$ cat src/sv/usd_pkg.sv
`timescale 1ns / 1ps
// ----------------------------------------------------------------------------
// usd_pkg
// Types, codes and the single-position decode function of the stream decoder.
// ----------------------------------------------------------------------------
package usd_pkg;

    localparam int UNIT_W  = 16;
    localparam int CP_W    = 21;
    localparam int CNT_W   = 3;
    localparam int ST_W    = 3;
    localparam int CIDX_W  = 2;
    localparam int QDEPTH  = 4;

    // Configuration register indexes.
    localparam logic [CIDX_W-1:0] CFG_IDX_MODE   = 2'd0;
    localparam logic [CIDX_W-1:0] CFG_IDX_STRICT = 2'd1;

    // Result status codes.
    localparam logic [ST_W-1:0] ST_OK    = 3'd0;
    localparam logic [ST_W-1:0] ST_ASCII = 3'd1;
    localparam logic [ST_W-1:0] ST_LEAD  = 3'd2;
    localparam logic [ST_W-1:0] ST_CONT  = 3'd3;
    localparam logic [ST_W-1:0] ST_TRUNC = 3'd4;

    // Up to four queued code units, entry 0 at the head.
    typedef logic [QDEPTH-1:0][UNIT_W-1:0] unit_q_t;

    // Outcome of decoding at the head of a queue.
    typedef struct packed {
        logic            hold;
        logic [2:0]      used;
        logic [CP_W-1:0] cp;
        logic [CNT_W-1:0] bc;
        logic [ST_W-1:0] st;
    } dec_res_t;

    function automatic logic ascii_ok(logic [UNIT_W-1:0] c, logic strict);
        logic ok;
        ok = !strict
            || (c >= 16'h0020 && c < 16'h007F)
            || c == 16'h0009 || c == 16'h000A || c == 16'h000D;
        return ok;
    endfunction

    function automatic logic is_cont(logic [7:0] b);
        return b[7:6] == 2'b10;
    endfunction

    // Decodes one result at the head of q, where avail units are valid.
    // An empty queue, or a sequence that is still short, reports hold.
    function automatic dec_res_t usd_decode(unit_q_t q, logic [2:0] avail, logic eot,
                                            logic mode, logic strict);
        dec_res_t    r;
        logic [7:0]  b0;
        logic [15:0] v0;
        logic [15:0] v1;
        logic [2:0]  need;
        logic        bad;
        r    = '0;
        b0   = q[0][7:0];
        v0   = q[0];
        v1   = q[1];
        need = 3'd2;
        bad  = 1'b0;
        if (avail == 3'd0) begin
            r.hold = 1'b1;
        end else if (!mode) begin
            if (b0 < 8'h80) begin
                r.used = 3'd1;
                if (ascii_ok({8'h00, b0}, strict)) begin
                    r.cp = {13'b0, b0};
                    r.bc = 3'd1;
                end else begin
                    r.st = ST_ASCII;
                end
            end else if (b0 < 8'hC0) begin
                r.used = 3'd1;
                r.st   = ST_LEAD;
            end else begin
                need = (b0 < 8'hE0) ? 3'd2 : (b0 < 8'hF0) ? 3'd3 : 3'd4;
                for (int k = 1; k < QDEPTH; k++) begin
                    if (3'(k) < need && 3'(k) < avail && !is_cont(q[k][7:0])) begin
                        bad = 1'b1;
                    end
                end
                if (bad) begin
                    r.used = 3'd1;
                    r.st   = ST_CONT;
                end else if (avail < need) begin
                    if (eot) begin
                        r.used = 3'd1;
                        r.st   = ST_TRUNC;
                    end else begin
                        r.hold = 1'b1;
                    end
                end else begin
                    r.used = need;
                    r.bc   = need;
                    if (need == 3'd2) begin
                        r.cp = {10'b0, b0[4:0], q[1][5:0]};
                    end else if (need == 3'd3) begin
                        r.cp = {5'b0, b0[3:0], q[1][5:0], q[2][5:0]};
                    end else begin
                        r.cp = {b0[2:0], q[1][5:0], q[2][5:0], q[3][5:0]};
                    end
                end
            end
        end else begin
            if (v0 < 16'hD800 || v0 >= 16'hE000) begin
                r.used = 3'd1;
                if (v0 < 16'h0080 && !ascii_ok(v0, strict)) begin
                    r.st = ST_ASCII;
                end else begin
                    r.cp = {5'b0, v0};
                    r.bc = 3'd2;
                end
            end else if (v0 >= 16'hDC00) begin
                r.used = 3'd1;
                r.st   = ST_LEAD;
            end else if (avail < 3'd2) begin
                if (eot) begin
                    r.used = 3'd1;
                    r.st   = ST_TRUNC;
                end else begin
                    r.hold = 1'b1;
                end
            end else if (v1 < 16'hDC00 || v1 >= 16'hE000) begin
                r.used = 3'd1;
                r.st   = ST_CONT;
            end else begin
                // The surrogate offset is added, not merged into the upper bits.
                r.used = 3'd2;
                r.bc   = 3'd4;
                r.cp   = CP_W'({v0[9:0], v1[9:0]}) + 21'h10000;
            end
        end
        return r;
    endfunction

endpackage

$ cat src/sv/unicode_stream_decoder_top.sv
`timescale 1ns / 1ps
// ----------------------------------------------------------------------------
// unicode_stream_decoder_top
// UTF-8 / UTF-16 stream decoder with error reporting and one-unit resync.
// ----------------------------------------------------------------------------
// Usage:
// One code unit arrives per word on the input channel (unit, end_of_text).
// Each accepted word joins a small queue of up to four units: the units held
// from earlier words plus the new one. Every cycle the decoder takes one result
// from the head of that queue and loads it into the output register, so a word
// yields zero to four result words; last_of_run marks the final one. A word
// that only extends a pending sequence yields no result.
// The queue registers an accepted word, then the output register its first
// result. Throughput is one word per cycle while each word yields at most one
// result and the receiver does not stall; a word with several results holds
// the decode stage while the single decode position at the queue head gives them
// out. The next word is taken in the cycle that delivers a word's last result.
// When the receiver stalls, the output register holds its word and the queue
// holds its units; no result is lost. At reset the queue is empty, the mode is
// UTF-8 and strict ascii checking is on. The configuration channel is always
// ready; writing the mode register drops every held unit.
// ----------------------------------------------------------------------------
module unicode_stream_decoder_top (
    input  logic                         clk,
    input  logic                         rst_n,
    input  logic                         cfg_valid,
    output logic                         cfg_ready,
    input  logic [usd_pkg::CIDX_W-1:0]   cfg_index,
    input  logic                         cfg_data,
    input  logic                         in_valid,
    output logic                         in_ready,
    input  logic [usd_pkg::UNIT_W-1:0]   unit,
    input  logic                         end_of_text,
    output logic                         out_valid,
    input  logic                         out_ready,
    output logic [usd_pkg::CP_W-1:0]     code_point,
    output logic [usd_pkg::CNT_W-1:0]    byte_count,
    output logic [usd_pkg::ST_W-1:0]     status,
    output logic                         last_of_run
);
    import usd_pkg::*;

    // Configuration registers.
    logic mode_reg, mode_next;
    logic strict_reg, strict_next;

    // Unit queue: held units, then the newest unit while a word is in work.
    unit_q_t    q_reg, q_next;
    logic [2:0] n_reg, n_next;
    logic       eot_reg, eot_next;
    // Set while the queue holds a word whose results are not all produced.
    logic       busy_reg, busy_next;

    // Output register.
    logic             ov_reg, ov_next;
    logic [CP_W-1:0]  cp_reg, cp_next;
    logic [CNT_W-1:0] bc_reg, bc_next;
    logic [ST_W-1:0]  st_reg, st_next;
    logic             last_reg, last_next;

    dec_res_t         dec_head;
    dec_res_t         dec_after;
    unit_q_t          q_shift;
    unit_q_t          q_app;
    logic [2:0]       rem;
    logic             out_free;
    logic             emit;
    logic             last_now;
    logic             finishing;
    logic             in_acc;
    logic             cfg_acc;
    logic [2:0]       slot;
    logic [UNIT_W-1:0] unit_in;

    assign cfg_ready = 1'b1;
    assign cfg_acc   = cfg_valid && cfg_ready;

    // In UTF-8 mode only the low byte of a unit counts.
    assign unit_in = mode_reg ? unit : {8'h00, unit[7:0]};

    // Decode at the head, then look one result ahead to know whether this
    // result ends the run of the current word.
    assign dec_head  = usd_decode(q_reg, n_reg, eot_reg, mode_reg, strict_reg);
    assign rem       = n_reg - dec_head.used;
    assign q_shift   = q_reg >> {dec_head.used, 4'b0000};
    assign dec_after = usd_decode(q_shift, rem, eot_reg, mode_reg, strict_reg);
    assign last_now  = dec_after.hold;

    assign out_free  = !ov_reg || out_ready;
    assign emit      = busy_reg && !dec_head.hold && out_free;
    // A head that holds ends the word without any result.
    assign finishing = busy_reg && (dec_head.hold || (out_free && last_now));
    assign in_ready  = !busy_reg || finishing;
    assign in_acc    = in_valid && in_ready;

    // The new unit lands right behind what stays in the queue.
    assign slot = busy_reg ? rem : n_reg;

    always_comb
    begin
        q_app              = busy_reg ? q_shift : q_reg;
        q_app[slot[1:0]]   = unit_in;
    end

    always_comb
    begin
        mode_next   = mode_reg;
        strict_next = strict_reg;
        q_next      = q_reg;
        n_next      = n_reg;
        eot_next    = eot_reg;
        busy_next   = busy_reg;

        if (emit || finishing) begin
            q_next    = q_shift;
            n_next    = rem;
            busy_next = !finishing;
        end
        if (in_acc) begin
            q_next    = q_app;
            n_next    = slot + 3'd1;
            eot_next  = end_of_text;
            busy_next = 1'b1;
        end

        if (cfg_acc) begin
            case (cfg_index)
                CFG_IDX_MODE:
                begin
                    mode_next = cfg_data;
                    n_next    = 3'd0;
                end
                CFG_IDX_STRICT:
                begin
                    strict_next = cfg_data;
                end
                default:
                begin
                end
            endcase
        end
    end

    always_comb
    begin
        ov_next   = ov_reg && !out_ready;
        cp_next   = cp_reg;
        bc_next   = bc_reg;
        st_next   = st_reg;
        last_next = last_reg;
        if (emit) begin
            ov_next   = 1'b1;
            cp_next   = dec_head.cp;
            bc_next   = dec_head.bc;
            st_next   = dec_head.st;
            last_next = last_now;
        end
    end

    always_ff @(posedge clk or negedge rst_n)
    begin
        if (!rst_n) begin
            mode_reg   <= 1'b0;
            strict_reg <= 1'b1;
            n_reg      <= 3'd0;
            eot_reg    <= 1'b0;
            busy_reg   <= 1'b0;
            ov_reg     <= 1'b0;
        end else begin
            mode_reg   <= mode_next;
            strict_reg <= strict_next;
            n_reg      <= n_next;
            eot_reg    <= eot_next;
            busy_reg   <= busy_next;
            ov_reg     <= ov_next;
        end
    end

    // Payload registers need no reset; n_reg and ov_reg qualify them.
    always_ff @(posedge clk)
    begin
        q_reg    <= q_next;
        cp_reg   <= cp_next;
        bc_reg   <= bc_next;
        st_reg   <= st_next;
        last_reg <= last_next;
    end

    assign out_valid   = ov_reg;
    assign code_point  = cp_reg;
    assign byte_count  = bc_reg;
    assign status      = st_reg;
    assign last_of_run = last_reg;

    // Between words the queue only holds an incomplete sequence.
    a_held_fits: assert property (@(posedge clk) disable iff (!rst_n)
        !busy_reg |-> n_reg <= 3'd3)
        else $error("held units exceed three");

    // Error results carry neither a value nor a byte count.
    a_err_zero: assert property (@(posedge clk) disable iff (!rst_n)
        (out_valid && status != ST_OK) |-> (code_point == '0 && byte_count == '0))
        else $error("error result with nonzero payload");

    // A result blocked by a stalled receiver leaves the queue untouched.
    a_stall_keeps_q: assert property (@(posedge clk) disable iff (!rst_n)
        (busy_reg && !dec_head.hold && !out_free && !cfg_acc)
            |=> ($stable(n_reg) && $stable(q_reg)))
        else $error("queue changed while the output stalled");

endmodule

$ cat config.mk
export PLATFORM = sky130hd
export DESIGN_NAME = unicode_stream_decoder_top
export DESIGN_NICKNAME = d
export VERILOG_FILES = /design/src/sv/usd_pkg.sv /design/src/sv/unicode_stream_decoder_top.sv
export SDC_FILE = /design/constraint.sdc
export NUM_CORES = 1
export LEC_CHECK = 0
export BUFFER_PORTS_ARGS = -buffer_cell sky130_fd_sc_hd__buf_2
export CAP_MARGIN = 20
export CORE_ASPECT_RATIO = 1.5
export CORE_UTILIZATION = 60
export DETAILED_ROUTE_END_ITERATION = 6
export PLACE_DENSITY = 0.8
export SLEW_MARGIN = 10
export SYNTH_ARGS = -nofsm -noshare
export SYNTH_HDL_FRONTEND = slang
export SYNTH_SLANG_ARGS = --single-unit
$ cat constraint.sdc
create_clock -name clk -period 11.5 [get_ports clk]
set_input_delay 2.3 -clock clk [delete_from_list [all_inputs] [get_ports clk]]
set_output_delay 2.3 -clock clk [all_outputs]
set_load 0.01 [all_outputs]
After elaboration in Yosys (flattened, before gate mapping)
Cells that the tools add are included.
W data, S select, Z words.
- add/sub/neg operators: 4
- $mul: 0
- div/mod/pow operators: 0
- magnitude comparators: 46
- eq/ne operators: 23
- shift-type cells: 1
- mux-type cells: 107
- bitwise operators: 0
- reductions and logical operators: 69
- operators with widths (cell ; number):
    $mux W24 ; 12
    $mux W64 ; 3
    $mux W30 ; 5
    $eq A16 B4 Y1 const B ; 6
    $ge A16 B16 Y1 const B ; 6
    $mux W3 ; 29
    $mux W21 ; 4
    $bwmux W64 ; 1
    $lt A16 B16 Y1 const B ; 4
    $lt A8 B8 Y1 const B ; 8
    $shr A64 B7 Y64 ; 1
    $mux W31 ; 2
    $eq A8 B4 Y1 const B ; 6
    $add A20 B17 Y21 const B ; 2
    $mux W1 ; 39
    $mux W19 ; 2
    $demux W16 S2 ; 1
    $ge A16 B6 Y1 const B ; 2
    $lt A16 B7 Y1 const B ; 2
    $lt A16 B8 Y1 const B ; 2
    $mux W16 ; 2
    $logic_and A1 B1 Y1 ; 25
    $logic_or A1 B1 Y1 ; 24
    $lt A2 B3 Y1 const A ; 8
    19 further kinds ; 54
- register bits: 100
- bits in latches: 0
- RAM bits: 0
- memory bits (read-only): 0
- input bits: 25
- output and inout bits: 31
- word-level logic and storage cells: 264
- memories: 0

Depth between registers and ports, before layout
- depth after elaboration: 45
- mapped depth: 31
- gate-level depth less buffers: 25

Worst setup path before layout
OpenSTA, ideal clock, no wires.
- path kind: reg2out
- start: register q_reg[6] in the netlist's numbering
- end: output in_ready
- arrival time: 6.336 ns
- data required time: 9.200 ns
- setup slack: 2.864 ns
- cell stages (with the launch flop): 28
- path buffers: 5
- cells stage by stage: edfxtp_1 ha_1 buf_4 and2_1 nand2_1 inv_1 ha_1 and2_1 a21o_1 o22ai_1 a211o_1 inv_2 buf_4 clkbuf_1 buf_1 clkbuf_1 ha_1 inv_1 fa_1 xor2_1 xnor2_1 ha_1 a2111oi_0 o21ai_0 a211oi_2 o211ai_2 o211a_4 o21ai_0
- longest elaborated chain between the ends: 41
- elaborated cells on any way between the ends: 95
- classes of those cells: add/sub (1); order compare (26); eq/ne (3); shift (1); mux (42); reduce/logical (22)
- ends and longest elaborated chain (item ; line ; text):
    start: declaration ; unicode_stream_decoder_top.sv:48 ; unit_q_t q_reg, q_next;
    start signal: assignment ; unicode_stream_decoder_top.sv:182 ; q_reg <= q_next;
    $lt A8 B8 Y1 ; usd_pkg.sv:81 ; need = (b0 < 8'hE0) ? 3'd2 : (b0 < 8'hF0) ? 3'd3 : 3'd4;
    $mux W3 (2 in a row) ; usd_pkg.sv:81 ;
    $lt A1 B3 Y1 ; usd_pkg.sv:83 ; if (3'(k) < need && 3'(k) < avail && !is_cont(q[k][7:0])) begin
    $logic_and A1 B1 Y1 (2 in a row) ; usd_pkg.sv:83 ;
    $mux W1 (3 in a row) ; usd_pkg.sv:83 ;
    $mux W1 ; usd_pkg.sv:77 ; end else if (b0 < 8'hC0) begin
    $mux W1 ; usd_pkg.sv:69 ; if (b0 < 8'h80) begin
    $mux W1 ; usd_pkg.sv:68 ; end else if (!mode) begin
    (+21 left out) ; -- ;
    $mux W1 ; usd_pkg.sv:77 ;
    $mux W1 ; usd_pkg.sv:69 ;
    $mux W31 ; usd_pkg.sv:68 ;
    $mux W1 ; usd_pkg.sv:66 ; if (avail == 3'd0) begin
    $logic_and A1 B1 Y1 ; unicode_stream_decoder_top.sv:92 ; assign finishing = busy_reg && (dec_head.hold || (out_free && last_now));
    $logic_or A1 B1 Y1 (*) ; unicode_stream_decoder_top.sv:92 ;
    $logic_and A1 B1 Y1 (*) ; unicode_stream_decoder_top.sv:92 ;
    $logic_or A1 B1 Y1 (*) ; unicode_stream_decoder_top.sv:93 ; assign in_ready = !busy_reg || finishing;
    end: declaration ; unicode_stream_decoder_top.sv:31 ; output logic in_ready,
Every way passes the cells marked *; elsewhere a longest branch is shown, timed or not. The select of a mux whose other input is x is not followed.

Worst setup path in the final report
- start: register q_reg[7] in the netlist's numbering
- end: output in_ready
Same word-level chain as after synthesis.

==> impl_metrics.toml <==
[final_layout]
most-common-layout-cells = "118 x nand2_1, 92 x edfxtp_1, 58 x o21ai_0"
diodes = 0
multiInputGateArea_sq_mm = 0.00348
drive_gt1_frac = 0.156
register_area_sq_mm = 0.00296
fin_area_sq_mm = 0.00734
nNetsFinal = 767
area_delta_synth_final_pct = 8.92
largest_reg_flops = 64
final_core_utilization = 0.667
layout_commonest_cell = "nand2_1"
n_fill_cell = 844

[critical_path]
cp_cell_sequence = "ha_1 > and2_1 > nand2_1 > inv_1 > ha_1 > and2_1 > a21o_1 > o22ai_1 > a211o_1 > inv_2 > buf_4 > ha_1 > inv_1 > fa_1 > xor2_1 > xnor2_1 > ha_1 > a2111oi_0 > o21ai_0 > a211oi_2 > o211ai_2 > o211a_4 > o21ai_0 > buf_2"
cp.arrival_ns = 7.28
critPathMaxStageDelay_ns = 0.69
timing.rr.start = "q_reg[7]"
worst_r2r_path_depth = 25
critPathKind = "register to primary output"
crit_slowest_cell = "a211o_1"
cp_data_required_time_ns = 9.20
worstPathMaxFanout = 58
path_common_cell = "ha_1"
startpoint_type = "register"
cp-end-kind = "primary output"
r2r-end = "q_reg[4]"
r2r_slack_ns = 3.59

[route]
viasPerCell = 6.75
drc = 0
drt-wirelength-per-cell_um = 22.0
drt_first_pass_iters = 6
drtIter0Drc = 545
wirelength_um = 19300
vias = 5935
ant_nets = 0

[logic_synthesis]
syn_nets = 744
ys_seq_area_frac = 0.440
synthArstFlopShare = 0.0800
syn-cell-area_sq_mm = 0.00674
synth_edf_count = 92
synth_top_cell_area_share = 0.410
yosys_warnings = 0
synth_seq_cells = 100
yosysTopAreaCell = "edfxtp_1"
avgSynthCellArea_sq_um = 9.57
synth_ff_type = "edfxtp_1"
netlist_instances = 704
yosys.cell_types.count = 77
synthTopCellsByArea = "edfxtp_1 41%, nand2_1 6.6%, mux2i_1 5.9%"

[global_route]
grt_pass1_vias = 5736
grt_pass1_wl_um = 30300
grt_max_degree = 59
grt.overflow.total = 0
antenna_found_initial = 0
track_usage = 0.346

[timing]
hold_slack_ns = 0.632
tightest_slew_ns = 0.955
hold_viol_final = 0
slew_viol_final = 0
fin_skew_ns = 0.00934
finalCriticalPeriod_ns = 9.58
final-setup-viol-count = 0
fin_tns_setup_ns = 0
period_share = 0.833
fmax_mhz = 104
rsz0062_at_grt = "false"
slew_headroom = 0.363

[clocking]
clk_latency_ns = 0.36
cts_setup_buffers = 0
clock-root-buffer = "clkbuf_16"
clockBufferDepth = 2
cts_buffers = 9
postCtsHoldBufs = 0
cts.repair.resized = 0
clock-sinks = 100
clk_pin_slew_worst_paths_ns = 0.07
cts_tree = "built"
htree_num_levels = 3

[placed_design]
io_buffers = 54
dp_hpwl_um = 13700
place.gp.congestion = 1.00
dpl_cell_area_sq_mm = 0.00701

[flow_run]
maxCapViolCount = 0

[worst_hold_path]
hold_end = "out_valid"
min_path_type = "register to register"
min_path_cells = 2
hp-start = "out_valid"

[floorplanning]
num_rows = 47
fp.dieArea_sq_mm = 0.0117
die_w_um = 88.5
die_height_um = 132
start_util = 0.613
ios = 56
core_area_sq_mm = 0.0110

[power_and_ir_drop]
total_power_uw = 2620
p_per_area_mw_per_mm2 = 357
cellLeakagePower_uw = 0.00301
max-vdd-ir-drop_mv = 0.188

[run_status]
outcome = "complete, no violations"
[critical path: cells and delay by family, from the launching register on]
| kind | cells | cell delay, ns |
|---|---|---|
| AOI/OAI and AO/OA | 9 | 2.31 |
| adders and majority gates | 5 | 1.63 |
| DFF | 1 | 0.52 |
| buffers and inverters | 5 | 1.05 |
| and+or+nand+nor | 3 | 0.62 |
| xor gates and xnor gates | 2 | 0.74 |
[final cells by class]
class | count | area share
multi-input combinational | 535 | 0.474
tap | 147 | 0.0251
clock buffer | 9 | 0.0307
inverter | 20 | 0.0102
timing repair buffer | 61 | 0.0445
clock inverter | 7 | 0.0118
sequential | 100 | 0.404
[worst max-delay path by stage]
stage / from / end / depth (start not counted)
after floorplan: q_reg[6] / in_ready / 27
after global placement: q_reg[6] / in_ready / 24
after detailed placement: q_reg[6] / in_ready / 24
after CTS: q_reg[6] / in_ready / 24
after global routing: q_reg[6] / in_ready / 24
final: q_reg[7] / in_ready / 24
[routing by layer]
layer | routed length [um] | track usage
met1 | 6920 | 0.409
met3 | 1460 | 0.0476
met2 | 9770 | 0.577
met5 | 0 | 0
met4 | 1180 | 0.223
[power breakdown]
group	total, uW	switching (uW)	internal, uW
clock	321	147	174
combinational	1350	819	535
sequential	941	235	707
[synth_stat cells, types with 3 or more instances]
| cell | count |
|---|---|
| nand2_1 | 118 |
| edfxtp_1 | 92 |
| o21ai_0 | 58 |
| nor2_1 | 56 |
| mux2i_1 | 40 |
| a22o_1 | 32 |
| clkbuf_1 | 29 |
| a21oi_1 | 22 |
| a22oi_1 | 21 |
| inv_1 | 16 |
| o22ai_1 | 15 |
| ha_1 | 14 |
| mux2_2 | 13 |
| nand3_1 | 13 |
| a222oi_1 | 11 |
| buf_4 | 10 |
| and2_1 | 8 |
| nand2b_1 | 8 |
| o2bb2ai_1 | 8 |
| dfrtp_1 | 7 |
| nor2b_1 | 7 |
| buf_2 | 6 |
| a31oi_1 | 5 |
| and3_1 | 5 |
| o221ai_1 | 5 |
| buf_1 | 4 |
| inv_2 | 4 |
| nor3_1 | 4 |
| nor4_1 | 4 |
| o21ai_1 | 4 |
| a21o_1 | 3 |
| o31a_1 | 3 |
| xnor2_1 | 3 |
| xor2_1 | 3 |
[logic make-up after synthesis]
kind of cell | share of synthesized area
adders and majority gates | 0.0290
DFF | 0.440
muxes | 0.0834
AOI/OAI and AO/OA | 0.221
buffers and inverters | 0.0451
and+or+nand+nor | 0.173
xor gates and xnor gates | 0.00780
other | 0.000557
[per-stage QoR]
stage,setup WS (ns),std cells
finish,1.92,879
CTS,2.01,878
floorplan,2.86,704
detailed placement,2.38,862
global placement,2.60,862
global route,1.52,879
Power figures use the tool's default switching activity.
